<file path="config.mk">
export PLATFORM = sky130hd
export DESIGN_NAME = polar_curve_cv_generator_flat
export DESIGN_NICKNAME = d
export VERILOG_FILES = /design/src/hdl/pcg_pkg.sv /design/src/hdl/pcg_if.sv /design/src/hdl/polar_curve_cv_generator.sv /design/src/hdl/pcg_mul.sv /design/src/hdl/pcg_sine.sv /design/src/flat_wrapper.sv
export SDC_FILE = /design/constraint.sdc
export NUM_CORES = 2
export LEC_CHECK = 0
export ABC_AREA = 1
export BUFFER_PORTS_ARGS = -buffer_cell sky130_fd_sc_hd__buf_2
export CAP_MARGIN = 20
export CORE_MARGIN = 2
export CORE_UTILIZATION = 50
export CTS_CLUSTER_SIZE = 10
export DETAILED_ROUTE_END_ITERATION = 8
export PLACE_DENSITY = 0.76
export SKIP_CTS_REPAIR_TIMING = 1
export SYNTH_ARGS = -nofsm -noshare
export SYNTH_HDL_FRONTEND = slang
export SYNTH_HIERARCHICAL = 1
export SYNTH_SLANG_ARGS = --single-unit
</file>
<file path="constraint.sdc">
create_clock -name clk -period 10.4 [get_ports clk]
set_clock_uncertainty 0.15 [all_clocks]
set_input_delay 2.08 -clock clk [delete_from_list [all_inputs] [get_ports clk]]
set_output_delay 2.08 -clock clk [all_outputs]
set_load 0.01 [all_outputs]
</file>
<file path="src/hdl/pcg_pkg.sv">
// ----------------------------------------------------------------------------
// pcg_pkg
// Shared types and constants for the polar curve CV generator.
// ----------------------------------------------------------------------------
package pcg_pkg;

	localparam int PHASE_BITS_DEF = 32;
	localparam int OUT_BITS_DEF   = 16;

	// configuration register indexes
	localparam logic [3:0] REG_A_COEF = 4'd0;
	localparam logic [3:0] REG_B_COEF = 4'd1;
	localparam logic [3:0] REG_SPEED  = 4'd2;
	localparam logic [3:0] REG_FAST   = 4'd3;

	localparam logic [14:0] SPEED_RST    = 15'd107;
	localparam logic [31:0] QUARTER_TURN = 32'h4000_0000;
	localparam logic [8:0]  IND_LIMIT    = 9'd300;

	// 2^15/pi in Q16, split into upper and lower 16-bit halves
	localparam logic [15:0] RAD_K_HI = 16'd10430;
	localparam logic [15:0] RAD_K_LO = 16'd24796;

	// sine polynomial coefficients
	localparam logic [15:0] SIN_C1 = 16'd51472;
	localparam logic [15:0] SIN_C3 = 16'd21024;
	localparam logic [15:0] SIN_C5 = 16'd2320;

	// operand pair for the shared multiplier
	typedef struct packed {
		logic [19:0] op_a;
		logic [15:0] op_b;
	} mul_req_t;

	// Q15 value in sign/magnitude form
	typedef struct packed {
		logic        neg;
		logic [14:0] mag;
	} sin_res_t;

endpackage

</file>
<file path="src/hdl/pcg_if.sv">
// ----------------------------------------------------------------------------
// pcg_if
// Valid/ready channels of the polar curve CV generator.
// ----------------------------------------------------------------------------
interface pcg_in_if;
	logic valid;
	logic ready;
	logic trig_switch_on;
	modport source (output valid, output trig_switch_on, input ready);
	modport sink   (input valid, input trig_switch_on, output ready);
endinterface

interface pcg_out_if #(parameter int OUT_BITS = 16);
	logic                       valid;
	logic                       ready;
	logic signed [OUT_BITS-1:0] x_out;
	logic signed [OUT_BITS-1:0] y_out;
	logic [1:0]                 equation_sel;
	logic                       indicator_on;
	modport source (output valid, output x_out, output y_out, output equation_sel,
		output indicator_on, input ready);
	modport sink   (input valid, input x_out, input y_out, input equation_sel,
		input indicator_on, output ready);
endinterface

interface pcg_cfg_if;
	logic        valid;
	logic        ready;
	logic [3:0]  index;
	logic [14:0] data;
	modport source (output valid, output index, output data, input ready);
	modport sink   (input valid, input index, input data, output ready);
endinterface

</file>
<file path="src/hdl/polar_curve_cv_generator.sv">
// ----------------------------------------------------------------------------
// polar_curve_cv_generator
// Polar rose curve control-voltage generator: x/y from the stored cursor,
// then phase advance and radius of the selected curve equation.
// ----------------------------------------------------------------------------
// Flow: x and y are registered into the output register in ST_OUT; a new
//   input transaction is accepted only in ST_IDLE, once the radius update
//   (ST_R1 to ST_W_R for equations 1 and 2, ST_W_A and ST_M_R for 0 and 3) is
//   done; sines use one sine sequencer, all sines and products one multiplier.
//   A result still held by the receiver stalls the next one in ST_OUT.
// Reset: arst_n clears phase, radius, equation, switch history, counter and
//   sets the registers to a=0, b=0, speed=107, fast=0. No clearing pass.
module polar_curve_cv_generator import pcg_pkg::*; #(
	parameter int PHASE_BITS = PHASE_BITS_DEF,
	parameter int OUT_BITS   = OUT_BITS_DEF
) (
	input  logic       clk,
	input  logic       arst_n,
	pcg_in_if.sink     in_ch,
	pcg_out_if.source  out_ch,
	pcg_cfg_if.sink    cfg_ch
);
	localparam int PW = PHASE_BITS + 19;

	// sequencer codes
	localparam logic [3:0] ST_IDLE = 4'd0;
	localparam logic [3:0] ST_W_SX = 4'd1;  // wait sin of 2*phase
	localparam logic [3:0] ST_M_X  = 4'd2;  // x product ready
	localparam logic [3:0] ST_W_SY = 4'd3;  // wait cos of 2*phase
	localparam logic [3:0] ST_M_Y  = 4'd4;
	localparam logic [3:0] ST_OUT  = 4'd5;  // hand result over, step phase
	localparam logic [3:0] ST_TB   = 4'd6;
	localparam logic [3:0] ST_W_C  = 4'd7;  // wait cos(B theta)
	localparam logic [3:0] ST_R1   = 4'd8;  // A*|c| ready
	localparam logic [3:0] ST_R2   = 4'd9;
	localparam logic [3:0] ST_R3   = 4'd10;
	localparam logic [3:0] ST_W_R  = 4'd11; // wait sin/cos(A cos(B theta))
	localparam logic [3:0] ST_W_A  = 4'd12; // wait sin(A theta)
	localparam logic [3:0] ST_M_R  = 4'd13;

	// configuration
	logic [4:0]  a_coef_q;
	logic [4:0]  b_coef_q;
	logic [14:0] speed_q;
	logic        fast_q;

	// block state
	logic [3:0]            state_q;
	logic [PHASE_BITS-1:0] phase_q;
	sin_res_t              radius_q;
	logic [1:0]            equation_q;
	logic                  prev_sw_q;
	logic [8:0]            ind_cnt_q;
	logic                  ind_q;

	// working registers
	logic [31:0] ang_q;
	logic        go_q;
	sin_res_t    x_q;
	sin_res_t    y_q;
	sin_res_t    c_q;
	sin_res_t    s_q;
	logic [19:0] am_q;
	logic [33:0] hi_q;

	// output register
	logic                       out_valid_q;
	logic signed [OUT_BITS-1:0] x_out_q;
	logic signed [OUT_BITS-1:0] y_out_q;
	logic [1:0]                 eq_out_q;
	logic                       ind_out_q;

	// shared units
	mul_req_t    sin_req;
	mul_req_t    top_req;
	mul_req_t    mul_req;
	logic [35:0] prod;
	logic        sin_done;
	sin_res_t    sin_res;

	logic [31:0] turn2;
	logic [31:0] turn_a;
	logic [31:0] turn_b;
	logic [18:0] delta;
	logic [31:0] u_mag;
	logic [31:0] u_turn;
	logic        in_acc;
	logic        sw_chg;

	// turn of k*phase: low PHASE_BITS of the product, aligned to 32 bits
	function automatic logic [31:0] turn_of(input logic [4:0] k,
		input logic [PHASE_BITS-1:0] ph);
		logic [PHASE_BITS-1:0] kp;
		logic [PHASE_BITS+31:0] ext;
		kp  = PHASE_BITS'(PW'(k) * PW'(ph));
		ext = {kp, 32'd0};
		return ext[PHASE_BITS+31 -: 32];
	endfunction

	// sign/magnitude Q15 to OUT_BITS two's complement
	function automatic logic [OUT_BITS-1:0] to_out(input sin_res_t v);
		logic [OUT_BITS+15:0] ext;
		logic [OUT_BITS-1:0]  m;
		ext = {16'(v.mag), OUT_BITS'(0)};
		m   = ext[OUT_BITS+15 -: OUT_BITS];
		return v.neg ? (OUT_BITS'(0) - m) : m;
	endfunction

	assign turn2  = turn_of(5'd2, phase_q);
	assign turn_a = turn_of(a_coef_q, phase_q);
	assign turn_b = turn_of(b_coef_q, phase_q);
	assign delta  = fast_q ? ({1'b0, speed_q, 3'b000} + {3'b000, speed_q, 1'b0})
		: {4'd0, speed_q};

	// radian to turn: (am*K)>>16 = am*K_HI + (am*K_LO)>>16
	assign u_mag  = 32'(hi_q + 34'(prod[35:16]));
	assign u_turn = (c_q.neg ? (32'd0 - u_mag) : u_mag)
		+ ((equation_q == 2'd2) ? QUARTER_TURN : 32'd0);

	assign in_acc = in_ch.valid && in_ch.ready;
	assign sw_chg = in_ch.trig_switch_on != prev_sw_q;

	assign in_ch.ready  = (state_q == ST_IDLE);
	assign cfg_ch.ready = 1'b1;

	pcg_mul u_mul (
		.clk  (clk),
		.req  (mul_req),
		.prod (prod)
	);

	pcg_sine u_sine (
		.clk    (clk),
		.arst_n (arst_n),
		.start  (go_q),
		.angle  (ang_q),
		.prod   (prod),
		.req    (sin_req),
		.done   (sin_done),
		.res    (sin_res)
	);

	// the sine sequencer owns the multiplier except in the top's product steps
	always_comb begin
		top_req = '0;
		case (state_q)
			ST_W_SX, ST_W_SY: begin
				top_req.op_a = 20'(radius_q.mag);
				top_req.op_b = 16'(sin_res.mag);
			end
			ST_W_C: begin
				top_req.op_a = 20'(a_coef_q);
				top_req.op_b = 16'(sin_res.mag);
			end
			ST_R1: begin
				top_req.op_a = prod[19:0];
				top_req.op_b = RAD_K_HI;
			end
			ST_R2: begin
				top_req.op_a = am_q;
				top_req.op_b = RAD_K_LO;
			end
			ST_W_A: begin
				top_req.op_a = 20'(sin_res.mag);
				top_req.op_b = 16'(c_q.mag);
			end
			default: top_req = '0;
		endcase
		mul_req = sin_done ? top_req : ((state_q == ST_R1 || state_q == ST_R2)
			? top_req : sin_req);
	end

	// configuration writes
	always_ff @(posedge clk or negedge arst_n) begin
		if (!arst_n) begin
			a_coef_q <= '0;
			b_coef_q <= '0;
			speed_q  <= SPEED_RST;
			fast_q   <= 1'b0;
		end else if (cfg_ch.valid && cfg_ch.ready) begin
			case (cfg_ch.index)
				REG_A_COEF: a_coef_q <= cfg_ch.data[4:0];
				REG_B_COEF: b_coef_q <= cfg_ch.data[4:0];
				REG_SPEED:  speed_q  <= cfg_ch.data;
				REG_FAST:   fast_q   <= cfg_ch.data[0];
				default:    ;
			endcase
		end
	end

	// sequencer and block state
	always_ff @(posedge clk or negedge arst_n) begin
		if (!arst_n) begin
			state_q     <= ST_IDLE;
			phase_q     <= '0;
			radius_q    <= '0;
			equation_q  <= '0;
			prev_sw_q   <= 1'b0;
			ind_cnt_q   <= '0;
			ind_q       <= 1'b0;
			go_q        <= 1'b0;
			out_valid_q <= 1'b0;
		end else begin
			go_q <= 1'b0;
			if (out_valid_q && out_ch.ready) out_valid_q <= 1'b0;
			case (state_q)
				ST_IDLE: begin
					if (in_acc) begin
						// switch edge: next equation, indicator restarts
						if (sw_chg) begin
							equation_q <= equation_q + 2'd1;
							ind_q      <= 1'b1;
							ind_cnt_q  <= 9'd1;
						end else begin
							ind_q <= ind_cnt_q < IND_LIMIT;
							if (ind_cnt_q < IND_LIMIT) ind_cnt_q <= ind_cnt_q + 9'd1;
						end
						prev_sw_q <= in_ch.trig_switch_on;
						ang_q     <= turn2;
						go_q      <= 1'b1;
						state_q   <= ST_W_SX;
					end
				end
				ST_W_SX: if (sin_done) state_q <= ST_M_X;
				ST_M_X: begin
					x_q.mag <= prod[29:15];
					x_q.neg <= radius_q.neg ^ s_q.neg;
					ang_q   <= turn2 + QUARTER_TURN;
					go_q    <= 1'b1;
					state_q <= ST_W_SY;
				end
				ST_W_SY: if (sin_done) state_q <= ST_M_Y;
				ST_M_Y: begin
					y_q.mag <= prod[29:15];
					y_q.neg <= radius_q.neg ^ s_q.neg;
					state_q <= ST_OUT;
				end
				ST_OUT: begin
					if (!out_valid_q) begin
						out_valid_q <= 1'b1;
						phase_q     <= PHASE_BITS'(PW'(phase_q) + PW'(delta));
						state_q     <= ST_TB;
					end
				end
				ST_TB: begin
					ang_q   <= turn_b + QUARTER_TURN;
					go_q    <= 1'b1;
					state_q <= ST_W_C;
				end
				ST_W_C: begin
					if (sin_done) begin
						if (equation_q == 2'd1 || equation_q == 2'd2) begin
							state_q <= ST_R1;
						end else begin
							ang_q   <= turn_a;
							go_q    <= 1'b1;
							state_q <= ST_W_A;
						end
					end
				end
				ST_R1: state_q <= ST_R2;
				ST_R2: state_q <= ST_R3;
				ST_R3: begin
					ang_q   <= u_turn;
					go_q    <= 1'b1;
					state_q <= ST_W_R;
				end
				ST_W_R: begin
					if (sin_done) begin
						radius_q <= sin_res;
						state_q  <= ST_IDLE;
					end
				end
				ST_W_A: if (sin_done) state_q <= ST_M_R;
				ST_M_R: begin
					radius_q.mag <= prod[29:15];
					radius_q.neg <= s_q.neg ^ c_q.neg;
					state_q      <= ST_IDLE;
				end
				default: state_q <= ST_IDLE;
			endcase
		end
	end

	// working payload registers
	always_ff @(posedge clk) begin
		if (sin_done) s_q <= sin_res;
		if (state_q == ST_W_C && sin_done) c_q <= sin_res;
		if (state_q == ST_R1) am_q <= prod[19:0];
		if (state_q == ST_R2) hi_q <= prod[33:0];
		if (state_q == ST_OUT && !out_valid_q) begin
			x_out_q   <= to_out(x_q);
			y_out_q   <= to_out(y_q);
			eq_out_q  <= equation_q;
			ind_out_q <= ind_q;
		end
	end

	assign out_ch.valid        = out_valid_q;
	assign out_ch.x_out        = x_out_q;
	assign out_ch.y_out        = y_out_q;
	assign out_ch.equation_sel = eq_out_q;
	assign out_ch.indicator_on = ind_out_q;
endmodule

</file>
<file path="src/hdl/pcg_mul.sv">
// ----------------------------------------------------------------------------
// pcg_mul
// Shared unsigned 20x16 multiplier with registered product.
// ----------------------------------------------------------------------------
module pcg_mul import pcg_pkg::*; (
	input  logic        clk,
	input  mul_req_t    req,
	output logic [35:0] prod
);
	logic [35:0] prod_q;

	always_ff @(posedge clk) begin
		prod_q <= 36'(req.op_a) * 36'(req.op_b);
	end

	assign prod = prod_q;
endmodule

</file>
<file path="src/hdl/pcg_sine.sv">
// ----------------------------------------------------------------------------
// pcg_sine
// Quarter-wave polynomial sine, evaluated over several cycles on the
// shared multiplier.
// ----------------------------------------------------------------------------
module pcg_sine import pcg_pkg::*; (
	input  logic        clk,
	input  logic        arst_n,
	input  logic        start,
	input  logic [31:0] angle,
	input  logic [35:0] prod,
	output mul_req_t    req,
	output logic        done,
	output sin_res_t    res
);
	localparam logic [2:0] SN_IDLE = 3'd0;
	localparam logic [2:0] SN_SQ   = 3'd1;
	localparam logic [2:0] SN_X2   = 3'd2;
	localparam logic [2:0] SN_T1   = 3'd3;
	localparam logic [2:0] SN_T2   = 3'd4;
	localparam logic [2:0] SN_Y    = 3'd5;

	logic [2:0]  state_q;
	logic [15:0] x_q;
	logic [15:0] x2_q;
	logic        neg_q;
	logic        done_q;
	sin_res_t    res_q;
	logic [15:0] x_in;

	// mirror the position in odd quadrants
	assign x_in = angle[30] ? (16'd32768 - {1'b0, angle[29:15]}) : {1'b0, angle[29:15]};

	always_comb begin
		req = '0;
		case (state_q)
			SN_SQ: begin
				req.op_a = 20'(x_q);
				req.op_b = x_q;
			end
			SN_X2: begin
				req.op_a = 20'(SIN_C5);
				req.op_b = prod[30:15];
			end
			SN_T1: begin
				req.op_a = 20'(SIN_C3 - prod[30:15]);
				req.op_b = x2_q;
			end
			SN_T2: begin
				req.op_a = 20'(SIN_C1 - prod[30:15]);
				req.op_b = x_q;
			end
			default: req = '0;
		endcase
	end

	always_ff @(posedge clk or negedge arst_n) begin
		if (!arst_n) begin
			state_q <= SN_IDLE;
			done_q  <= 1'b0;
		end else begin
			done_q <= 1'b0;
			case (state_q)
				SN_IDLE: if (start) state_q <= SN_SQ;
				SN_SQ:   state_q <= SN_X2;
				SN_X2:   state_q <= SN_T1;
				SN_T1:   state_q <= SN_T2;
				SN_T2:   state_q <= SN_Y;
				SN_Y: begin
					state_q <= SN_IDLE;
					done_q  <= 1'b1;
				end
				default: state_q <= SN_IDLE;
			endcase
		end
	end

	always_ff @(posedge clk) begin
		if (state_q == SN_IDLE && start) begin
			x_q   <= x_in;
			neg_q <= angle[31];
		end
		if (state_q == SN_X2) x2_q <= prod[30:15];
		if (state_q == SN_Y) begin
			res_q.neg <= neg_q;
			res_q.mag <= prod[30] ? 15'h7FFF : prod[29:15];
		end
	end

	assign done = done_q;
	assign res  = res_q;
endmodule
</file>
<file path="src/flat_wrapper.sv">
// flat-port wrapper written by rule: the top's interface ports become plain ports
module polar_curve_cv_generator_flat import pcg_pkg::*;
#(
	parameter int PHASE_BITS = PHASE_BITS_DEF,
	parameter int OUT_BITS   = OUT_BITS_DEF
)
  (clk, arst_n, in_ch_valid, in_ch_trig_switch_on, in_ch_ready, out_ch_valid, out_ch_x_out, out_ch_y_out, out_ch_equation_sel, out_ch_indicator_on, out_ch_ready, cfg_ch_valid, cfg_ch_index, cfg_ch_data, cfg_ch_ready);
  pcg_in_if in_ch_i ();
  pcg_out_if #(.OUT_BITS(OUT_BITS)) out_ch_i ();
  pcg_cfg_if cfg_ch_i ();
  input  logic clk;
  input  logic arst_n;
  input wire logic [$bits(in_ch_i.valid)-1:0] in_ch_valid;
  input wire logic [$bits(in_ch_i.trig_switch_on)-1:0] in_ch_trig_switch_on;
  output wire logic [$bits(in_ch_i.ready)-1:0] in_ch_ready;
  output wire logic [$bits(out_ch_i.valid)-1:0] out_ch_valid;
  output wire logic [$bits(out_ch_i.x_out)-1:0] out_ch_x_out;
  output wire logic [$bits(out_ch_i.y_out)-1:0] out_ch_y_out;
  output wire logic [$bits(out_ch_i.equation_sel)-1:0] out_ch_equation_sel;
  output wire logic [$bits(out_ch_i.indicator_on)-1:0] out_ch_indicator_on;
  input wire logic [$bits(out_ch_i.ready)-1:0] out_ch_ready;
  input wire logic [$bits(cfg_ch_i.valid)-1:0] cfg_ch_valid;
  input wire logic [$bits(cfg_ch_i.index)-1:0] cfg_ch_index;
  input wire logic [$bits(cfg_ch_i.data)-1:0] cfg_ch_data;
  output wire logic [$bits(cfg_ch_i.ready)-1:0] cfg_ch_ready;
  assign in_ch_i.valid = in_ch_valid;
  assign in_ch_i.trig_switch_on = in_ch_trig_switch_on;
  assign in_ch_ready = in_ch_i.ready;
  assign out_ch_valid = out_ch_i.valid;
  assign out_ch_x_out = out_ch_i.x_out;
  assign out_ch_y_out = out_ch_i.y_out;
  assign out_ch_equation_sel = out_ch_i.equation_sel;
  assign out_ch_indicator_on = out_ch_i.indicator_on;
  assign out_ch_i.ready = out_ch_ready;
  assign cfg_ch_i.valid = cfg_ch_valid;
  assign cfg_ch_i.index = cfg_ch_index;
  assign cfg_ch_i.data = cfg_ch_data;
  assign cfg_ch_ready = cfg_ch_i.ready;
  polar_curve_cv_generator #(.PHASE_BITS(PHASE_BITS), .OUT_BITS(OUT_BITS)) u_core (.clk(clk), .arst_n(arst_n), .in_ch(in_ch_i), .out_ch(out_ch_i), .cfg_ch(cfg_ch_i));
endmodule
</file>
==> results.md <==
- Routed wire per std cell: 17.4 um
- Area growth from synthesis to layout: 6.80%
- Most frequent CP cell: nand2_1
- Footprint of the multi-input gates: 25400 sq um
- WL met1: 47500 um
- Placed inst area: 42200 sq um
- FILL cells: 7565
- Crit path required time: 10.71 ns
- Largest net degree at the start of global routing: 55
- Vias per cell: 5.26
- Die extent in y: 290 um
- Commonest non-fill, non-tap cell in the layout: nand2_1
- Share of post-route cells with drive strength above 1: 0.0568
- DR vias: 35000
- Final worst path period share: 0.800
- Slew @ Worst Pin: 1.22 ns
- Num rows: 104
- Antenna violations before repair: 0
- PortBufs: 61
- Crit. End Element: flip-flop
- Slew Viols, Final: 0
- Final Non-Filler Cells: 6661
- Slowest CP cell: o21ai_2
- Startpoint types: flip-flop
- Flop-to-flop setup slack: 2.08 ns
- Total CTS buffers: 41
- Clock sink total: 335
- Post-Layout Inst Area: 43600 sq um
- Post-DP HPWL: 89900 um
- Reg clk slew, reported paths: 0.06 ns
- H-tree levels: 2
- RSZ-0062 raised after global routing: false
- Vias in the first global route: 34300
- Die area: 83900 sq um
- DRC: 0
- Wire length on met3: 10100 um
- GRT Overall Usage: 0.281
- Final wirelength: 116000 um
- Minimum clock period: 8.32 ns
- First drt pass iteration count: 7
- Worst min path class: reg2reg
- Max Used Layer: met4
- Slew HR: 0.186
- Synth Area per Inst: 7.30 sq um
- First DRT Iteration DRCs: 3291
- Top-Level Pins: 63
- Final Hold Fails: 0
- Post-Syn Area: 40800 sq um
- Kind of cell adding the most delay to the critical path: adder cells
- CP Max Fanout: 20
- Fmax: 0.120 GHz
- Most frequent cells in the layout: 1615 x nand2_1, 1428 x inv_1, 419 x fa_1
- Clock buffer depth: 3
- Core area: 80700 sq um
- Outcome: finished clean
- Clk_lat worst skew: 0.58 ns
- Yosys warning total: 6
- Setup violations, final: 0
- DIE WIDTH: 290 um
- CP max stage delay: 0.97 ns
- CTS tree: yes
- First-pass GRT wire length: 185000 um
- Met2 routed WL: 52700 um
- Register area: 9220 sq um
- Antenna viol nets, final: 0
- Inst Count DP: 6585
- Worst Path Buf+Inv: 7
- Crit path arrival time: 8.63 ns
- RD Place Congestion: 1.03
- Setup TNS: 0 ns
- Aggregate global routing overflow: 0
- Mapped Nets: 6298
- Cells after synthesis: 5586
- Max Cap Violations: 0
- Crit Path Category: reg2reg
- Initial core utilization: 0.505
- Final Net Count: 6280
- Clock Tree Root: clkbuf_16
==> sequential cells by signal, indices dropped and copies added, names as in the netlist, 2 cells and up <==
name,count
u_core/ind_cnt_q,9
u_core/radius_q,16
u_core/x_q,16
u_core/speed_q,15
u_core/phase_q,32
u_core/a_coef_q,5
u_core/out_ch.equation_sel,2
u_core/u_mul/prod,36
u_core/equation_q,2
u_core/u_sine/res,16
u_core/b_coef_q,5
u_core/c_q,16
u_core/out_ch.y_out,16
u_core/am_q,20
u_core/y_q,16
u_core/ang_q,17
u_core/hi_q,32
u_core/u_sine/state_q,3
u_core/state_q,4
u_core/out_ch.x_out,16
u_core/u_sine/x2_q,16
u_core/u_sine/x_q,16
==> worst register-to-register path, delay by kind of cell, from the launching register on <==
family / cells / cell delay, ns
AO/OA/AOI/OAI: 3 / 1.26
AND/OR/NAND/NOR: 12 / 2.11
buffers and inverters: 7 / 0.87
adder cells (fa/ha/maj): 7 / 3.45
flip-flops: 1 / 0.42
==> final cells by class <==
cell class | count | area share
tap | 1060 | 0.0305
clock inverter | 8 | 0.00379
inverter | 1441 | 0.124
antenna | 1 | 0.0000575
clock buffer | 67 | 0.0265
sequential | 335 | 0.212
multi-input combinational | 3618 | 0.584
timing repair buffer | 131 | 0.0196
==> metrics by stage <==
step                hold WS, ns  setup WS [ns]   util
floorplan                 0.250           2.87      -
global placement          0.254           2.33  0.523
detailed placement        0.260           2.24  0.523
CTS                       0.277           2.24  0.540
global route              0.286           1.59  0.540
finish                    0.277           2.08  0.540
==> final timing paths <==
path / startpoint / to / cells after the start
max: u_core/state_q[2] / u_core/u_mul/prod[26] / 29
min reg2reg: u_core/u_sine/neg_q / u_core/u_sine/res[15] / 0
max reg2reg: u_core/state_q[2] / u_core/u_mul/prod[26] / 29
max in group asynchronous: arst_n / u_core/ind_cnt_q[5] / 2
min in group asynchronous: arst_n / u_core/phase_q[1] / 1
min: u_core/u_sine/neg_q / u_core/u_sine/res[15] / 0
==> routing by layer <==
layer,global-route usage,vias up
met5,0,-
met4,0.111,0
met2,0.463,1469
li1,-,16700
met1,0.370,16500
met3,0.0460,310
Power is not shown: default switching activity piles up to over one toggle a cycle in this logic, so the estimate is an artifact.
